===== config.mk =====
export PLATFORM = sky130hd
export DESIGN_NAME = tdpt_rem_unit
export DESIGN_NICKNAME = d
export VERILOG_FILES = /design/src/rtl/core/tdpt_pkg.sv /design/src/rtl/core/tdpt_rem_unit.sv
export SDC_FILE = /design/constraint.sdc
export NUM_CORES = 1
export LEC_CHECK = 0
export ABC_CLOCK_PERIOD_IN_PS = 3100
export BUFFER_PORTS_ARGS = -buffer_cell sky130_fd_sc_hd__buf_2
export CAP_MARGIN = 10
export CORE_MARGIN = 3
export CORE_UTILIZATION = 35
export DETAILED_ROUTE_END_ITERATION = 16
export PLACE_DENSITY = 0.61
export REMOVE_ABC_BUFFERS = 1
export SLEW_MARGIN = 20
export SYNTH_ARGS = -nofsm -noshare
export SYNTH_HDL_FRONTEND = slang
export SYNTH_SLANG_ARGS = --single-unit

===== constraint.sdc =====
create_clock -name clk -period 3.1 [get_ports clk]
set_input_delay 0.155 -clock clk [delete_from_list [all_inputs] [get_ports clk]]
set_output_delay 0.155 -clock clk [all_outputs]
set_load 0.005 [all_outputs]

===== src/rtl/core/tdpt_pkg.sv =====
// Shared constants and types for the trial division prime test.
`timescale 1ns / 1ps
package tdpt_pkg;

	localparam int unsigned VALUE_BITS_DEF = 16;

	// Status of the serial remainder unit, seen by the sequencer.
	typedef struct packed {
		logic busy;
		logic done;
		logic zero;
	} rem_stat_t;

endpackage


===== src/rtl/core/tdpt_rem_unit.sv =====
// Bit-serial restoring remainder unit: one dividend bit per cycle.
`timescale 1ns / 1ps
module tdpt_rem_unit
	import tdpt_pkg::*;
#(
	parameter int unsigned VALUE_BITS = VALUE_BITS_DEF
) (
	input  logic                  clk,
	input  logic                  arst_n,
	input  logic                  start,
	input  logic [VALUE_BITS-1:0] dividend,
	input  logic [VALUE_BITS-1:0] divisor,
	output rem_stat_t             stat
);

	localparam int unsigned CNT_W = $clog2(VALUE_BITS);

	logic                  busy_q;
	logic [CNT_W-1:0]      cnt_q;
	logic [VALUE_BITS-1:0] dvd_q;
	logic [VALUE_BITS-1:0] dvs_q;
	logic [VALUE_BITS-1:0] rem_q;
	logic [VALUE_BITS:0]   trial;
	logic [VALUE_BITS:0]   diff;
	logic [VALUE_BITS-1:0] rem_nxt;

	// The next dividend bit drops into the partial remainder each cycle.
	always_comb begin
		trial   = {rem_q, dvd_q[VALUE_BITS-1]};
		diff    = trial - {1'b0, dvs_q};
		rem_nxt = (trial >= {1'b0, dvs_q}) ? diff[VALUE_BITS-1:0] : trial[VALUE_BITS-1:0];
	end

	always_ff @(posedge clk or negedge arst_n) begin
		if (!arst_n) begin
			busy_q <= 1'b0;
			cnt_q  <= '0;
		end else if (start) begin
			busy_q <= 1'b1;
			cnt_q  <= CNT_W'(VALUE_BITS - 1);
		end else if (busy_q) begin
			if (cnt_q == '0) begin
				busy_q <= 1'b0;
			end
			cnt_q <= cnt_q - 1'b1;
		end
	end

	always_ff @(posedge clk) begin
		if (start) begin
			dvd_q <= dividend;
			dvs_q <= divisor;
			rem_q <= '0;
		end else if (busy_q) begin
			dvd_q <= {dvd_q[VALUE_BITS-2:0], 1'b0};
			rem_q <= rem_nxt;
		end
	end

	assign stat.busy = busy_q;
	assign stat.done = busy_q && (cnt_q == '0);
	assign stat.zero = (rem_nxt == '0);

endmodule


# After elaboration in Yosys (flattened, before gate mapping)

Cells that the tools add are included.

Shift operators: 0
Div/mod/pow operators: 0
Equal/unequal tests: 0
Add/sub/neg operators: 2
Magnitude comparators: 1
Reduce and logical (&&, ||, !) cells: 4
Muxes and demuxes: 8
Bitwise operators: 0
Multiply operators: 0

Operators by type and width:

| kind                                                               | number |
|---|---|
| 16-bit 2-to-1 mux                                                  | 3 |
| 17-bit by 16-bit greater-or-equal comparator with 1-bit output     | 1 |
| 16-bit logical NOT                                                 | 1 |
| 16-bit subtractor                                                  | 1 |
| 4-bit 2-to-1 mux                                                   | 2 |
| 4-bit logical NOT                                                  | 1 |
| 4-bit by 1-bit subtractor with 4-bit output, second input constant | 1 |
| 1-bit 2-to-1 mux                                                   | 3 |
| 2-bit nonzero test                                                 | 1 |
| 1-bit logical AND                                                  | 1 |

Output and inout port bits: 3
Memory bits (read-only): 0
Register bits after elaboration: 53
Bits in writable memories: 0
Memories: 0
Bits of input ports: 35
Logic and storage cells: 20
Bits in latches: 0

# Logic depth before layout (Yosys ltp)

Gate-level depths: netlist (run 1).

Word-level depth: 4
Mapped depth: 12
Depth with buffers taken out: 12

# Least setup slack after synthesis (run 1)

OpenSTA, ideal clock, no wires.

Path type: flip-flop to output port
Start point: reg dvd_q[15]
End point: out stat[0] (netlist name)
Stages on the path, launching flop included: 13
Data required time: 2.945 ns
Arrival time: 2.448 ns
Path buffers: 0
Setup slack: 0.497 ns
Path through: edfxtp_1 inv_1 ha_1 inv_1 fa_1 a21o_1 a221oi_4 xnor2_1 nor3_1 nand2_1 nor4b_1 nand4b_1 a21oi_1

RTL lines:

| element                | line                | text |
|---|---|---|
| start, declared        | tdpt_rem_unit.sv:20 | `logic [VALUE_BITS-1:0] dvd_q;` |
| start signal, assigned | tdpt_rem_unit.sv:51 | `dvd_q <= dividend;` |
| start signal, assigned | tdpt_rem_unit.sv:55 | `dvd_q <= {dvd_q[VALUE_BITS-2:0], 1'b0};` |
| end, declared          | tdpt_rem_unit.sv:13 | `output rem_stat_t stat` |

==> results.md, run 1 <==
* CP arrival at 2.98 ns
* Clock skew at 0.0103 ns
* Clk pwr share at 0.148
* Critical Path Source: dvd_q[15]
* Most frequent cell after synthesis: edfxtp_1
* Critical Path Fanout Max at 4
* Post-Route WL at 6.71 mm
* Reg power frac at 0.342
* Fmax achieved at 319 MHz
* Total internal power at 1750 uW
* Port Buffers at 37
* CP Capture Type: output pin
* Switch share at 0.398
* Fraction of layout cells with a size suffix above 1 at 0.276
* Final Power at 2920 uW
* FFs w/ async S/R, synth at 0.0943
* Setup CP Type: flip-flop to output pin
* Root Buffer: clkbuf_8
* Primary FF master, synth: edfxtp_1
* P_leak at 0.00164 uW
* # nets final at 396
* I/O Pins at 38
* Yosys top cell area share at 0.304
* Distinct cells, synth at 64
* Die Ht at 101 um
* Clock Path Buffers at 2
* Post-Syn Area at 3160 um^2
* FF-to-FF path depth at 13
* Reg2reg end: rem_q[6]
* Core area at 8760 um^2
* Largest net degree at the start of global routing at 47
* Syn Area/Cell at 11.0 um^2
* Post-detail-place hpwl at 4.89 mm
* Slack of the critical path at -0.0310 ns
* Ant. Diodes at 0
* Mapped Cells at 286
* Number of flops mapped to enable cells by yosys at 32
* Initial Util at 0.360
* Register area share after synthesis at 0.445
* Top cells by area, synth: edfxtp_1, dfxtp_1, ha_1
* Setup_tns at -0.0310 ns
* DR DRC count at 0
* Minimum clock period after layout at 3.13 ns
* Gr ovfl total at 0
* Combinational share of power at 0.510
* Pwr dens at 790 nW/um^2
* Worst r2r src: dvs_q[2]
* Worst Setup EP: stat[0]
* Vias in the first global route at 2,258
* Number of buffers and inverters on the critical path at 3
* RSZ-0062 raised after global routing: yes
* Area Overhead vs Synth at 16.8%
* # fillers at 861
* CP required at 2.94 ns
* Die ar. at 10,200 um^2
* Slew margin rel. at 0.556
* H-tree levels at 2
* Cell Chain, Critical Path: inv_1 -> ha_1 -> inv_1 -> fa_2 -> a21o_1 -> a221oi_4 -> xnor2_1 -> nor3_1 -> nand2_1 -> nor4b_2 -> nand4b_1 -> a21oi_1 -> buf_2
* Routed wire length per instance at 14.8 um
* Hold Crit Class: input pin to flip-flop
* Largest area contributor in the synthesized netlist: edfxtp_1
* Fin. max-slew vios at 0
* Tcrit/Tclk final at 1.01
* Max cap viols at 0
* First-pass GRT wire length at 11.3 mm
* Vias per cell at 5.09
* Worst path top cell family by delay: compound AO/OA/AOI/OAI gates
* Outcome: finished, violations left
* Area of the multi-input gates at 1570 um^2
* Crit path depth at 13
* Fin cells at 452
* Clk pin slew, worst setup/hold paths at 0.11 ns
* Critical Path Most Common Cell: inv_1
* Setup Viol. Count Final at 1
* Post-synth top cells: edfxtp_1, inv_1, nand2_1
* DR iter-0 viols at 133
* Clock Latency Late Sink at 0.32 ns
* CTS tree: yes
* Post-Place Cells at 425
* Cts bufs inserted at 5
* Peak VDD IR at 0.305 mV
* CP max-delay cell: edfxtp_1
* Initial antenna violation count at 0
* Gp weighted congestion at 0.875
* Startpoint Class: flip-flop
* DP Area at 3410 um^2
* Failing checks: setup timing
* Total Routing Usage GR at 0.140
* Actual slew at the worst max-slew pin at 0.664 ns
* Antenna viol nets, final at 0
* #FFs+latches synth at 53
* Sw Pwr at 1160 uW
* FF-to-FF setup slack at 0.25 ns
* First drt pass iteration count at 4
* Final design utilization at 0.421
* Vias at 2,299
* Hold Violations, Final at 0
* Storage cell area at 1410 um^2
* Site row count at 34
* Die Wd at 101 um
* Final Cell Area at 3690 um^2
* Synth warn at 0
* Clock Sinks at 53
* Max incr delay on CP at 0.40 ns
-- kinds of logic (layout without fill, tap and decap cells) --
kind of cell,count (synthesis),after routing,synth area share
AND/OR/NAND/NOR,81,81,0.135
AO/OA/AOI/OAI,59,59,0.153
flip-flops,53,53,0.445
buffers and inverters,33,91,0.0602
multiplexers,25,25,0.0856
adder cells (fa/ha/maj),18,18,0.0737
XOR/XNOR,17,17,0.0471
-- metrics by stage --
stage	hold slack (ns)	setup WS [ns]
floorplan	-0.141	0.497
global placement	-0.0277	0.171
detailed placement	-0.0247	0.0876
CTS	0.00251	0.00102
global route	0.000894	-0.289
finish	0.00882	-0.0310
-- power by group through the flow --
stage / Clock (uW) / Sequential [uW] / Combinational, uW
finish: 431 / 997 / 1490
global route: 473 / 1010 / 1650
CTS: 448 / 999 / 1480
detailed placement: 0 / 1010 / 1380
global placement: 0 / 1010 / 1390
floorplan: 0 / 967 / 1080
-- cell type report --
cell class / count / area share
Inverter: 22 / 0.0224
Timing Repair Buffer: 61 / 0.108
Sequential cell: 53 / 0.381
Clock inverter: 3 / 0.00780
Multi-Input combinational cell: 200 / 0.426
Tap cell: 108 / 0.0366
Clock buffer: 5 / 0.0187
-- metal layers --
metal	GRT usage	vias up	part of all wire
li1	-	1156	-
met1	0.198	1075	0.48
met2	0.217	61	0.45
met3	0.0311	7	0.059
met4	0.0368	0	0.012
met5	0	-	0
-- how the worst min path moves through the flow --
stage                     end  cells past startpoint  slack [ns]        start
global route        dvs_q[15]                      1      0.0009  divisor[15]
global placement     cnt_q[2]                      1       -0.03       arst_n
detailed placement     busy_q                      1       -0.02       arst_n
floorplan              busy_q                      0       -0.14       arst_n
finish               dvs_q[6]                      1       0.009   divisor[6]
CTS                  dvs_q[6]                      1       0.003   divisor[6]
-- layout by cell type, fill, tap and decap left out, drive strengths merged, types with 2 or more instances in the layout --
cell type    count
or2              4
mux2i            9
inv             24
clkbuf           5
a21o             6
o21ai            7
xor2             5
mux2            16
dfxtp           16
a311oi           2
a221oi           2
dfrtp            5
edfxtp          32
nand2           21
o211ai           2
a21oi           14
buf             48
o31ai            2
dlygate4sd3     13
o21bai           2
nor3             6
and2             2
nand3            6
nor4             6
xnor2           12
nand4            2
ha              17
and3             5
nor2            21
a211oi          12
-- sequential cells by signal, summed over array words and instances (netlist names) --
name	cells
busy_q	1
cnt_q	4
dvd_q	16
dvs_q	16
rem_q	16
-- what timing repair did --
item,4_1_cts,5_1_grt
setup endpoints to repair,1,1
buffers inserted,6,0
hold endpoints to repair,17,0
gates resized for setup,2,0
pin swaps,10,0
hold buffers,13,0
Power figures use the tool's default switching activity.
==> run 2, diff against run 1 <==
--- a/config.mk
+++ b/config.mk
@@ -11,6 +11,7 @@
 export CORE_MARGIN = 3
 export CORE_UTILIZATION = 35
 export DETAILED_ROUTE_END_ITERATION = 16
+export HOLD_SLACK_MARGIN = 0.05
 export PLACE_DENSITY = 0.61
 export REMOVE_ABC_BUFFERS = 1
 export SLEW_MARGIN = 20
==> results.md, run 2 (synthesis results as in run 1) <==
* Setup CP Type: flip-flop to output pin
* First drt pass iteration count at 4
* Clock Path Buffers at 2
* Vias at 2,334
* Site row count at 34
* CP Capture Type: output pin
* Die ar. at 10,200 um^2
* Core area at 8760 um^2
* Fin cells at 456
* Fmax achieved at 318 MHz
* Gr ovfl total at 0
* Die Ht at 101 um
* Clk pin slew, worst setup/hold paths at 0.11 ns
* Die Wd at 101 um
* Minimum clock period after layout at 3.14 ns
* Total Routing Usage GR at 0.140
* Pwr dens at 784 nW/um^2
* I/O Pins at 38
* Slack of the critical path at -0.0447 ns
* Initial Util at 0.360
* Max cap viols at 0
* Fraction of layout cells with a size suffix above 1 at 0.273
* Post-detail-place hpwl at 4.89 mm
* Tcrit/Tclk final at 1.01
* Outcome: finished, violations left
* Post-Place Cells at 425
* Root Buffer: clkbuf_8
* Gp weighted congestion at 0.875
* Actual slew at the worst max-slew pin at 0.664 ns
* First-pass GRT wire length at 11.3 mm
* Largest regs: dvd_q: 16 flops, dvs_q: 16 flops, rem_q: 16 flops
* Slew margin rel. at 0.556
* Hold Crit Class: input pin to flip-flop
* WHS at 0.105 ns
* Setup WS pre-CTS at 0.0876 ns
* DR DRC count at 0
* Vias in the first global route at 2,267
* DR iter-0 viols at 140
* CP required at 2.94 ns
* Setup Viol. Count Final at 1
* Vias per cell at 5.12
* Final Power at 2920 uW
* Clock Sinks at 53
* Most common cell after layout, fill and taps aside: buf_2
* Area Overhead vs Synth at 18.1%
* Clock Latency Late Sink at 0.32 ns
* Antenna viol nets, final at 0
* Largest net degree at the start of global routing at 47
* Initial antenna violation count at 0
* Routed wire length per instance at 14.8 um
* Fin. max-slew vios at 0
* H-tree levels at 2
* Ant. Diodes at 0
* Failing checks: setup timing
* Critical Path Fanout Max at 4
* CP arrival at 2.99 ns
* Critical Path Source: dvd_q[15]
* Most frequent cells in the layout: buf_2, edfxtp_1, inv_1
* Cts bufs inserted at 5
* Port Buffers at 37
* Hold Violations, Final at 0
* P_leak at 0.00165 uW
* # nets final at 400
* Post-Route WL at 6.75 mm
* Peak VDD IR at 0.305 mV
* HP Start: dividend[0]
* RSZ-0062 raised after global routing: yes
* Startpoint Class: flip-flop
* Clock skew at 0.0102 ns
* Worst r2r src: dvs_q[2]
* CTS tree: yes
[run 2: timing repair]
item,4_1_cts,5_1_grt
resized for setup,2,0
hold buffers,17,0
pin swaps,10,0
hold endpoints to repair,21,0
buffers inserted,6,0
setup endpoints to repair,1,1
[run 2: final cells by class]
| type | instances | area, um^2 |
|---|---|---|
| Tap cell | 108 | 135 |
| Sequential cell | 53 | 1410 |
| Clock inverter | 3 | 28.8 |
| Multi-Input combinational cell | 200 | 1570 |
| Timing Repair Buffer | 65 | 438 |
| Clock buffer | 5 | 68.8 |
| Fill cell | 858 | 5030 |
| Inverter | 22 | 82.6 |
[run 2: worst max-delay path, cell delays in order (launching register included)]
cell and delay (ns):
edfxtp_1 0.40, inv_1 0.07, ha_1 0.15, inv_1 0.05, fa_2 0.36, a21o_1 0.22, a221oi_4 0.32, xnor2_1 0.16
nor3_1 0.19, nand2_1 0.11, nor4b_2 0.24, nand4b_1 0.12, a21oi_1 0.14, buf_2 0.13
[run 2: per-layer routing]
layer	vias to the layer above	GRT usage	wire length (um)
met4	0	0.0368	110
met5	-	0	0
met2	52	0.217	3010
li1	1168	-	-
met3	10	0.0311	328
met1	1104	0.198	3300
[run 2: through the flow]
stage	util	setup TNS, ns	instance area (um^2)
finish	0.426	-0.0447	3730
global route	0.426	-0.289	3730
CTS	0.426	0	3730
detailed placement	0.389	0	3410
global placement	0.389	0	3410
floorplan	-	0	3050
[run 2: path summary, 6_finish.rpt]
kind                            cells past startpoint        end  slack, ns
worst max register to register                     13   rem_q[6]       0.25
worst min-delay path                                2   dvd_q[0]       0.10
worst min register to register                      2  rem_q[14]       0.51
max in group asynchronous                           2     busy_q       2.81
min in group asynchronous                           2   cnt_q[3]       0.16
worst max-delay path                               13    stat[0]      -0.04
[run 2: report_power, final]
group	total [uW]	internal, uW	leakage [uW]	switching [uW]
Combinational	1490	708	0.00110	786
Sequential	999	879	0.000506	120
Clock	430	169	0.0000506	260
